**src/hdl/tlu_pkg.sv**
```systemverilog
// ----------------------------------------------------------------------------
// tlu_pkg: shared types and constants for the tridiagonal LU factor block
// Holds status codes, default parameters and the divider handshake type.
// ----------------------------------------------------------------------------
package tlu_pkg;

  localparam int MAX_COLS_DEF  = 1024;
  localparam int FRAC_BITS_DEF = 24;

  localparam int DATA_W   = 32;
  localparam int WIDE_W   = 2 * DATA_W;
  localparam int COL_W    = 10;
  localparam int STATUS_W = 2;

  // Quotient bits resolved by the divider, one per step.
  localparam int DIV_STEPS = DATA_W;
  localparam int DIV_CNT_W = $clog2(DIV_STEPS);

  localparam logic [STATUS_W-1:0] ST_OK   = 2'd0;
  localparam logic [STATUS_W-1:0] ST_ZERO = 2'd1;
  localparam logic [STATUS_W-1:0] ST_SKIP = 2'd2;
  localparam logic [STATUS_W-1:0] ST_SAT  = 2'd3;

  typedef struct packed {
    logic done;  // quotient ready, one cycle
    logic ovf;   // quotient does not fit in DATA_W bits
  } div_stat_t;

endpackage

```
**src/hdl/tlu_div.sv**
```systemverilog
// ----------------------------------------------------------------------------
// tlu_div: iterative unsigned divider
// Restoring division, one quotient bit per cycle, with an up-front overflow
// check so only the low DATA_W quotient bits need to be resolved.
// ----------------------------------------------------------------------------
module tlu_div (
  input  logic                             clk,
  input  logic                             rst,
  input  logic                             start,
  input  logic [tlu_pkg::WIDE_W-1:0]       num,
  input  logic [tlu_pkg::DATA_W-1:0]       den,
  output tlu_pkg::div_stat_t               stat,
  output logic [tlu_pkg::DATA_W-1:0]       quot
);

  logic                             busy;
  logic                             done;
  logic                             ovf;
  logic [tlu_pkg::DIV_CNT_W-1:0]    count;
  logic [tlu_pkg::DATA_W-1:0]       rem;
  logic [tlu_pkg::DATA_W-1:0]       lo;
  logic [tlu_pkg::DATA_W-1:0]       den_reg;
  logic [tlu_pkg::DATA_W:0]         trial;
  logic                             num_ovf;

  // Quotient overflows DATA_W bits exactly when the high half reaches den.
  assign num_ovf = (num[tlu_pkg::WIDE_W-1:tlu_pkg::DATA_W] >= den);
  assign trial   = {rem, lo[tlu_pkg::DATA_W-1]} - {1'b0, den_reg};

  always_ff @(posedge clk) begin
    if (rst) begin
      busy <= 1'b0;
      done <= 1'b0;
    end else begin
      done <= 1'b0;
      if (start) begin
        busy <= !num_ovf;
        done <= num_ovf;
      end else if (busy) begin
        if (count == '0) begin
          busy <= 1'b0;
          done <= 1'b1;
        end
      end
    end
  end

  always_ff @(posedge clk) begin
    if (start) begin
      ovf     <= num_ovf;
      rem     <= num[tlu_pkg::WIDE_W-1:tlu_pkg::DATA_W];
      lo      <= num[tlu_pkg::DATA_W-1:0];
      den_reg <= den;
      count   <= tlu_pkg::DIV_CNT_W'(tlu_pkg::DIV_STEPS - 1);
    end else if (busy) begin
      // Shift the next dividend bit in; keep the difference when it fits.
      if (!trial[tlu_pkg::DATA_W]) begin
        rem <= trial[tlu_pkg::DATA_W-1:0];
        lo  <= {lo[tlu_pkg::DATA_W-2:0], 1'b1};
      end else begin
        rem <= {rem[tlu_pkg::DATA_W-2:0], lo[tlu_pkg::DATA_W-1]};
        lo  <= {lo[tlu_pkg::DATA_W-2:0], 1'b0};
      end
      count <= count - 1'b1;
    end
  end

  assign stat.done = done;
  assign stat.ovf  = ovf;
  assign quot      = lo;

endmodule

```
**src/hdl/tridiagonal_lu_factor_top.sv**
```systemverilog
// ----------------------------------------------------------------------------
// tridiagonal_lu_factor_top: column-serial tridiagonal LU factorization
// Each input item is one matrix column (super, diag, sub, last flag); each
// result item carries pivot u, multiplier l, status and the column number.
//
// Usage:
//   Input channel in_valid/in_stall; an item is taken when in_valid is high
//   and in_stall is low. Results leave on out_valid/out_stall the same way.
//   Columns of a matrix arrive in order; last_col closes the matrix, as does
//   reaching MAX_COLS columns.
//   From acceptance to out_valid, a full column passes through multiply,
//   subtract and saturate, the pivot check, the divider steps, taking the
//   quotient and loading the output; column 0 skips multiply and subtract,
//   a zero pivot skips the divider, a quotient overflow skips the divider
//   steps, and a skipped column goes straight to loading the output.
//   in_stall holds until the result is loaded, so no new column is taken before then.
//   The result sits in an output register, so the next item is accepted
//   while the previous result waits; a finished item waits in place while
//   the output register is still held by a stalled result.
//   Reset clears the carried multiplier, column count and error flag and
//   drops any pending result.
// ----------------------------------------------------------------------------
module tridiagonal_lu_factor_top #(
  parameter int MAX_COLS  = tlu_pkg::MAX_COLS_DEF,
  parameter int FRAC_BITS = tlu_pkg::FRAC_BITS_DEF
) (
  input  logic                              clk,
  input  logic                              rst,
  input  logic                              in_valid,
  output logic                              in_stall,
  input  logic signed [tlu_pkg::DATA_W-1:0] super_val,
  input  logic signed [tlu_pkg::DATA_W-1:0] diag_val,
  input  logic signed [tlu_pkg::DATA_W-1:0] sub_val,
  input  logic                              last_col,
  output logic                              out_valid,
  input  logic                              out_stall,
  output logic signed [tlu_pkg::DATA_W-1:0] pivot_val,
  output logic signed [tlu_pkg::DATA_W-1:0] mult_val,
  output logic [tlu_pkg::STATUS_W-1:0]      status,
  output logic [tlu_pkg::COL_W-1:0]         col_index,
  output logic                              last_out
);

  localparam int DW    = tlu_pkg::DATA_W;
  localparam int WW    = tlu_pkg::WIDE_W;
  localparam int CNT_W = $clog2(MAX_COLS);

  localparam logic [2:0] S_IDLE = 3'd0;
  localparam logic [2:0] S_MUL  = 3'd1;
  localparam logic [2:0] S_SUB  = 3'd2;
  localparam logic [2:0] S_SAT  = 3'd3;
  localparam logic [2:0] S_CHK  = 3'd4;
  localparam logic [2:0] S_DIV  = 3'd5;
  localparam logic [2:0] S_DONE = 3'd6;

  localparam logic signed [DW-1:0] INT_MAX = {1'b0, {(DW-1){1'b1}}};
  localparam logic signed [DW-1:0] INT_MIN = {1'b1, {(DW-1){1'b0}}};
  localparam logic signed [WW:0] INT_MAX_W = (WW+1)'(INT_MAX);
  localparam logic signed [WW:0] INT_MIN_W = (WW+1)'(INT_MIN);

  logic [2:0] state;
  logic [2:0] state_next;

  // Carried between columns.
  logic signed [DW-1:0] prev_mult;
  logic [CNT_W-1:0]     col_count;
  logic                 failed_flag;

  // Captured item.
  logic signed [DW-1:0] s_reg;
  logic signed [DW-1:0] d_reg;
  logic signed [DW-1:0] a_reg;
  logic                 last_reg;

  // Work registers.
  logic signed [WW-1:0]    prod;
  logic signed [WW:0]      wide;
  logic signed [DW-1:0]    piv;
  logic                    sat;
  logic signed [DW-1:0]    res_mult;
  logic [tlu_pkg::STATUS_W-1:0] res_status;

  logic                 accept;
  logic                 out_free;
  logic signed [WW-1:0] prod_shift;
  logic [DW-1:0]        abs_a;
  logic [DW-1:0]        abs_u;
  logic                 neg;
  logic                 div_start;
  logic [WW-1:0]        div_num;
  tlu_pkg::div_stat_t   div_stat;
  logic [DW-1:0]        div_quot;
  logic signed [DW-1:0] l_val;
  logic                 l_sat;
  logic                 end_matrix;

  assign in_stall = (state != S_IDLE);
  assign accept   = in_valid && !in_stall;
  assign out_free = !out_valid || !out_stall;

  // Floor of the scaled product: arithmetic shift rounds toward minus infinity.
  assign prod_shift = prod >>> FRAC_BITS;

  assign abs_a     = a_reg[DW-1] ? (~a_reg + 1'b1) : a_reg;
  assign abs_u     = piv[DW-1] ? (~piv + 1'b1) : piv;
  assign neg       = a_reg[DW-1] ^ piv[DW-1];
  assign div_num   = WW'(abs_a) << FRAC_BITS;
  assign div_start = (state == S_CHK) && (piv != '0);

  tlu_div u_div (
    .clk   (clk),
    .rst   (rst),
    .start (div_start),
    .num   (div_num),
    .den   (abs_u),
    .stat  (div_stat),
    .quot  (div_quot)
  );

  // Apply sign and saturate the quotient magnitude.
  always_comb begin
    l_val = '0;
    l_sat = 1'b0;
    if (neg) begin
      if (div_stat.ovf || (div_quot > {1'b1, {(DW-1){1'b0}}})) begin
        l_val = INT_MIN;
        l_sat = 1'b1;
      end else begin
        l_val = ~div_quot + 1'b1;
      end
    end else begin
      if (div_stat.ovf || div_quot[DW-1]) begin
        l_val = INT_MAX;
        l_sat = 1'b1;
      end else begin
        l_val = div_quot;
      end
    end
  end

  assign end_matrix = last_reg || (col_count == CNT_W'(MAX_COLS - 1));

  always_comb begin
    state_next = state;
    unique case (state)
      S_IDLE: begin
        if (accept) begin
          if (failed_flag) begin
            state_next = S_DONE;
          end else if (col_count == '0) begin
            state_next = S_SAT;
          end else begin
            state_next = S_MUL;
          end
        end
      end
      S_MUL:  state_next = S_SUB;
      S_SUB:  state_next = S_SAT;
      S_SAT:  state_next = S_CHK;
      S_CHK:  state_next = (piv == '0) ? S_DONE : S_DIV;
      S_DIV: begin
        if (div_stat.done) begin
          state_next = S_DONE;
        end
      end
      S_DONE: begin
        if (out_free) begin
          state_next = S_IDLE;
        end
      end
      default: state_next = S_IDLE;
    endcase
  end

  // Control state.
  always_ff @(posedge clk) begin
    if (rst) begin
      state       <= S_IDLE;
      prev_mult   <= '0;
      col_count   <= '0;
      failed_flag <= 1'b0;
      out_valid   <= 1'b0;
    end else begin
      state <= state_next;
      if (out_valid && !out_stall) begin
        out_valid <= 1'b0;
      end
      if (state == S_DONE && out_free) begin
        out_valid <= 1'b1;
        if (end_matrix) begin
          prev_mult   <= '0;
          col_count   <= '0;
          failed_flag <= 1'b0;
        end else begin
          prev_mult   <= res_mult;
          col_count   <= col_count + 1'b1;
          failed_flag <= failed_flag || (res_status == tlu_pkg::ST_ZERO);
        end
      end
    end
  end

  // Datapath.
  always_ff @(posedge clk) begin
    unique case (state)
      S_IDLE: begin
        if (accept) begin
          s_reg      <= super_val;
          d_reg      <= diag_val;
          a_reg      <= sub_val;
          last_reg   <= last_col;
          wide       <= (WW+1)'(diag_val);
          piv        <= '0;
          res_mult   <= '0;
          res_status <= tlu_pkg::ST_SKIP;
        end
      end
      S_MUL: prod <= prev_mult * s_reg;
      S_SUB: wide <= (WW+1)'(d_reg) - (WW+1)'(prod_shift);
      S_SAT: begin
        // Clamp the pivot to the signed word range.
        if (wide > INT_MAX_W) begin
          piv <= INT_MAX;
          sat <= 1'b1;
        end else if (wide < INT_MIN_W) begin
          piv <= INT_MIN;
          sat <= 1'b1;
        end else begin
          piv <= wide[DW-1:0];
          sat <= 1'b0;
        end
      end
      S_CHK: begin
        if (piv == '0) begin
          res_mult   <= '0;
          res_status <= tlu_pkg::ST_ZERO;
        end
      end
      S_DIV: begin
        if (div_stat.done) begin
          res_mult   <= l_val;
          res_status <= (sat || l_sat) ? tlu_pkg::ST_SAT : tlu_pkg::ST_OK;
        end
      end
      S_DONE: begin
        if (out_free) begin
          pivot_val <= piv;
          mult_val  <= res_mult;
          status    <= res_status;
          col_index <= tlu_pkg::COL_W'(col_count);
          last_out  <= last_reg;
        end
      end
      default: begin
      end
    endcase
  end

endmodule
```
**config.mk**
```make
export PLATFORM = sky130hd
export DESIGN_NAME = tridiagonal_lu_factor_top
export DESIGN_NICKNAME = d
export VERILOG_FILES = /design/src/hdl/tlu_pkg.sv /design/src/hdl/tlu_div.sv /design/src/hdl/tridiagonal_lu_factor_top.sv
export SDC_FILE = /design/constraint.sdc
export NUM_CORES = 2
export LEC_CHECK = 0
export ABC_AREA = 1
export BUFFER_PORTS_ARGS = -buffer_cell sky130_fd_sc_hd__buf_2
export CAP_MARGIN = 20
export CORE_ASPECT_RATIO = 0.9
export CORE_MARGIN = 2
export CORE_UTILIZATION = 59
export DETAILED_ROUTE_END_ITERATION = 6
export PLACE_DENSITY = 0.79
export SYNTH_ARGS = -nofsm -noshare
export SYNTH_HDL_FRONTEND = slang
export SYNTH_SLANG_ARGS = --single-unit
```
**constraint.sdc**
```tcl
create_clock -name clk -period 7.1 [get_ports clk]
set_input_delay 1.42 -clock clk [delete_from_list [all_inputs] [get_ports clk]]
set_output_delay 1.42 -clock clk [all_outputs]
set_load 0.02 [all_outputs]
```
# Yosys cells after proc, flatten, opt, wreduce, memory -nomap -nowiden
# Cells that the tools add are included.
# word_totals
reg_bits,521
latch_bits,0
ramBits,0
rom_bits,0
inputBits,101
output_inout_bits,79
wordCells,135
memories,0
# op_classes
addsub,7
mul,1
n_div,0
order_cmp,4
n_eq_ne,12
shifts,0
muxes,47
bitwise_logic,4
reduce_logical,31
# op_table
cell,n
$mux W32,14
$pmux W65 S2,1
$add A32 B1 Y32 const B,3
$not A32 Y32,3
$pmux W32 S3,1
$gt A65 B32 Y1 const B,1
$lt A65 B32 Y1 const B,1
$mux W65,1
$mul A32 B32 Y64,1
$pmux W32 S2,1
$mux W24,2
$sub A32 B40 Y41,1
$sub A33 B32 Y33,1
$ge A24 B32 Y1,1
$gt A32 B32 Y1 const B,1
$logic_not A32 Y1,1
$reduce_bool A32 Y1,1
$pmux W3 S7,1
$mux W1,14
$mux W2,6
$mux W3,4
$add A10 B1 Y10 const B,1
$eq A10 B10 Y1 const B,1
$logic_not A10 Y1,1
20 further kinds,43

# Depth between registers and ports, before layout
# logic_depth
depth_word,8
depth_mapped,33
mapped_depth_nobuf,31

# By module
# From an unflattened synthesis, not the netlist that was laid out.
# unflattened
hier_cells,8320
hier_area_um2,65531.6
# by_module_without_submodules
mod,n_inst,cells_per_inst,area_per_inst_um2,seq_area_each_um2
tridiagonal_lu_factor_top,1,7158,57435.1,10610.2
tlu_div,1,1162,8096.5,3052.9

# Least setup slack after synthesis
# No wires, ideal clock.
# synth_timing
path_type,register to register
from,register prev_mult[31]
to,register prod[63] (data pin)
arrival_ns,7.318
path_slack_ns,-0.473
path_stages_with_launch,26
n_path_buf,2
synth_period_minus_slack_ns,7.573
cell_sequence,dfxtp_1 -> clkbuf_1 -> clkbuf_1 -> nand2_1 -> fa_1 -> fa_1 -> inv_1 -> fa_1 -> inv_1 -> fa_1 -> fa_1 -> inv_1 -> fa_1 -> inv_1 -> fa_1 -> inv_1 -> fa_1 -> ha_1 -> a21o_1 -> o21bai_1 -> a21oi_1 -> o21ai_0 -> a21oi_1 -> nand2_1 -> o21ai_0 -> nand2_1
# synth_between
elab_chain_cells,1
# synth_rtl
item,line_no,text
from (decl),tridiagonal_lu_factor_top.sv:65,logic signed [DW-1:0] prev_mult;
from (signal assigned),tridiagonal_lu_factor_top.sv:195,prev_mult <= res_mult;
$mul A32 B32 Y64,tridiagonal_lu_factor_top.sv:218,S_MUL: prod <= prev_mult * s_reg;
to (signal assigned),tridiagonal_lu_factor_top.sv:218,
to (decl),tridiagonal_lu_factor_top.sv:76,logic signed [WW-1:0] prod;
# No other way between the ends.
# A chain may end at the register's enable or synchronous reset.

# Worst setup path after layout
# layout_timing
from,register s_reg[9]
to,register prod[46] (data pin)
# layout_between
elab_chain_cells,1
# layout_rtl
item,line_no,text
from (decl),tridiagonal_lu_factor_top.sv:70,logic signed [DW-1:0] s_reg;
from (signal assigned),tridiagonal_lu_factor_top.sv:208,s_reg <= super_val;
$mul A32 B32 Y64,tridiagonal_lu_factor_top.sv:218,
# No other way between the ends.

==> reports/metrics.yaml <==
fmax_mhz: 137
synth_top_area_share_pct: 34.5
die_area_um2: 109000
hold_viol_final: 0
min_path_cells: 0
cp_top_family: "adder cells"
grt_pass1_vias: 54000
finalCoreUtilization_pct: 69.4
p_per_area_nw_per_um2: 305
max_slew_margin_pct: 36.1
fp-row-count: 113
gp_congestion: 0.984
clk_path_buf_depth: 3
core-area_um2: 106000
async_flop_share_pct: 0
status: "complete, but fails checks"
antenna_left: 0
cpPeakStageDelay_ns: 0.65
dr.pass1.iters: 6
synth_area_um2: 62900
antenna_found_initial: 6
grt_overflow_total: 0
min_period_ns: 7.30
pre_cts_ws_ns: -0.521
slew_violations: 0
setup_violations: 19
nFillCells: 7961
critPathLaunchType: "flip-flop"
drt_iter0_drc: 5507
r2r_cells: 30
synth_area_leaders: "fa_1 (34%), edfxtp_1 (18%), inv_1 (12%)"
p_leak_nw: 38.8
largest_register_ffs: 41
setup_ws_ns: -0.199
synthFlopType: "edfxtp_1"
maxCapViolCount: 0
ctsHoldBuffers: 0
io_pins: 180
fin_skew_ns: 0.0479
htreeDepth: 2
cp_max_fo: 8
place.port_buffers: 179
synth_nets: 9041
ys_types: 57
reg_top3: "wide (41), prod (40)"
regMostFlops: "wide"
root_buffer: "clkbuf_16"
drt_wl_total_um: 189000
rsz0062_at_grt: "yes"
clock_latency_ns: 0.68
violations: "negative setup slack"
grt_max_degree: 61
cts.reportedPaths.clkPinSlew_ns: 0.07
grt_use_total_pct: 34.9
netlist_instances: 7575
wl_per_cell_um: 19.9
synth-seq-cells: 473
path_depth: 30
nets: 9557
crit_path_end_kind: "flip-flop"
cts_buffers: 56
tns_ns: -0.966
cp.required_ns: 7.50
worst_pin_slew_ns: 0.956
synth_enable_flop_cells: 387
crit_arrival_ns: 7.70
critPathMostFrequentCell: "fa_1"
cts_tree: "done"
vias: 52800
start_util_pct: 59.5
period_share_pct: 103
min_path_type: "flip-flop to flip-flop"
clock-sinks: 473
syn_area_per_cell_um2: 8.30
final_layout_size_suffix_gt1_share_pct: 15.6
synth_largest_area_cell: "fa_1"
ys_seq_area_share_pct: 21.2
vias_per_cell: 5.55
fp.dieW_um: 348
peakVddDrop_mv: 0.299
dp_cells: 9352
drc_errors: 0
hpwl_um: 154000
grt_pass1_wl_um: 295000
ys_warn_count: 0
crit_buf_inv: 12
critPathKind: "flip-flop to flip-flop"
power.total_mw: 22.3
area_growth_pct: 16.6
crit_slowest_cell: "fa_1"
die_y_um: 314
fin_cells: 9518
[kinds of logic after synthesis]
kind of cell	Yosys count	share of synthesized area, %
AND/OR/NAND/NOR	2653	17.2
buffers and inverters	2306	13.9
adder cells (fa/ha/maj)	1365	40.1
AO/OA/AOI/OAI	634	5.62
flip-flops	473	21.2
XOR/XNOR	144	2.01
[Yosys cell counts (13+ instances only)]
library cell,instances
nand2_1,1740
a21oi_1,230
inv_1,2021
o22ai_1,32
nor4_1,19
nand3_2,17
a21o_1,20
dfxtp_1,86
or2_2,15
o21bai_1,23
nand3b_1,13
nand3_1,176
xor2_1,93
clkbuf_1,245
nand4_1,50
xnor2_1,51
a31oi_1,26
nor2_1,518
ha_1,282
fa_1,1083
nor3_1,64
o21ai_1,22
o21ai_0,219
edfxtp_1,387
[where the power goes]
group          leakage (nW)  internal (mW)  switching (mW)  total [mW]
registers              4.35           4.25           0.633        4.88
clock network         0.951           1.78            1.34        3.12
logic                  33.5           5.48            8.86        14.3
total                  38.8           11.5            10.8        22.3
[routing by layer]
metal | vias up | track usage [%] | part of all wire [%]
li1 | 23500 | - | -
met1 | 26100 | 48.3 | 39
met2 | 2689 | 56.3 | 47
met3 | 546 | 4.99 | 9.5
met4 | 8 | 13.5 | 4.5
met5 | - | 0 | 0.030
[timing repair]
item / CTS / global route
gates resized for setup: 182 / 314
setup buffers: 23 / 34
endpoints found under the setup margin: 39 / 40
pin swaps: 63 / 114
cloned: 1 / 3
[cell type report]
| type | count | area (um^2) | area share (%) |
|---|---|---|---|
| Inverter | 2030 | 7630 | 10.4 |
| Clock buffer | 59 | 1410 | 1.93 |
| Sequential cell | 473 | 13400 | 18.2 |
| Timing Repair Buffer | 734 | 6200 | 8.46 |
| Clock inverter | 45 | 515 | 0.703 |
| Antenna cell | 1 | 2.50 | 0.00342 |
| Multi-Input combinational cell | 4796 | 42400 | 57.9 |
| Tap cell | 1380 | 1730 | 2.36 |
[final timing paths]
path,from,end,slack [ns]
worst max-delay path,s_reg[9],prod[46],-0.20
worst min-delay path,res_mult[10],mult_val[10],0.46
worst max register to register,s_reg[9],prod[46],-0.20
worst min register to register,res_mult[10],mult_val[10],0.46
[cell usage in the layout, fill, tap and decap left out, types with 16 or more instances in the layout]
| cell | n |
|---|---|
| a21o_1 | 20 |
| a21oi_1 | 184 |
| a21oi_2 | 47 |
| a31oi_1 | 22 |
| buf_12 | 73 |
| buf_2 | 180 |
| buf_4 | 440 |
| buf_6 | 35 |
| clkbuf_16 | 59 |
| dfxtp_1 | 74 |
| edfxtp_1 | 387 |
| fa_1 | 1048 |
| fa_2 | 35 |
| ha_1 | 244 |
| ha_4 | 35 |
| inv_1 | 1970 |
| inv_2 | 55 |
| nand2_1 | 1680 |
| nand2_2 | 56 |
| nand3_1 | 169 |
| nand3_2 | 24 |
| nand4_1 | 50 |
| nor2_1 | 452 |
| nor2_2 | 52 |
| nor2_4 | 28 |
| nor3_1 | 58 |
| nor4_1 | 16 |
| o21ai_0 | 168 |
| o21ai_1 | 57 |
| o21ai_2 | 17 |
| o21bai_1 | 21 |
| o22ai_1 | 32 |
| xnor2_1 | 51 |
| xor2_1 | 87 |
[per-stage QoR]
stage	area, um^2	hold WS [ns]
2_1_floorplan	62900	0.417
3_3_place_gp	69000	0.427
3_5_place_dp	69100	0.442
4_1_cts	71900	0.458
5_1_grt	73300	0.468
6_report	73300	0.456
Power figures use the tool's default switching activity.
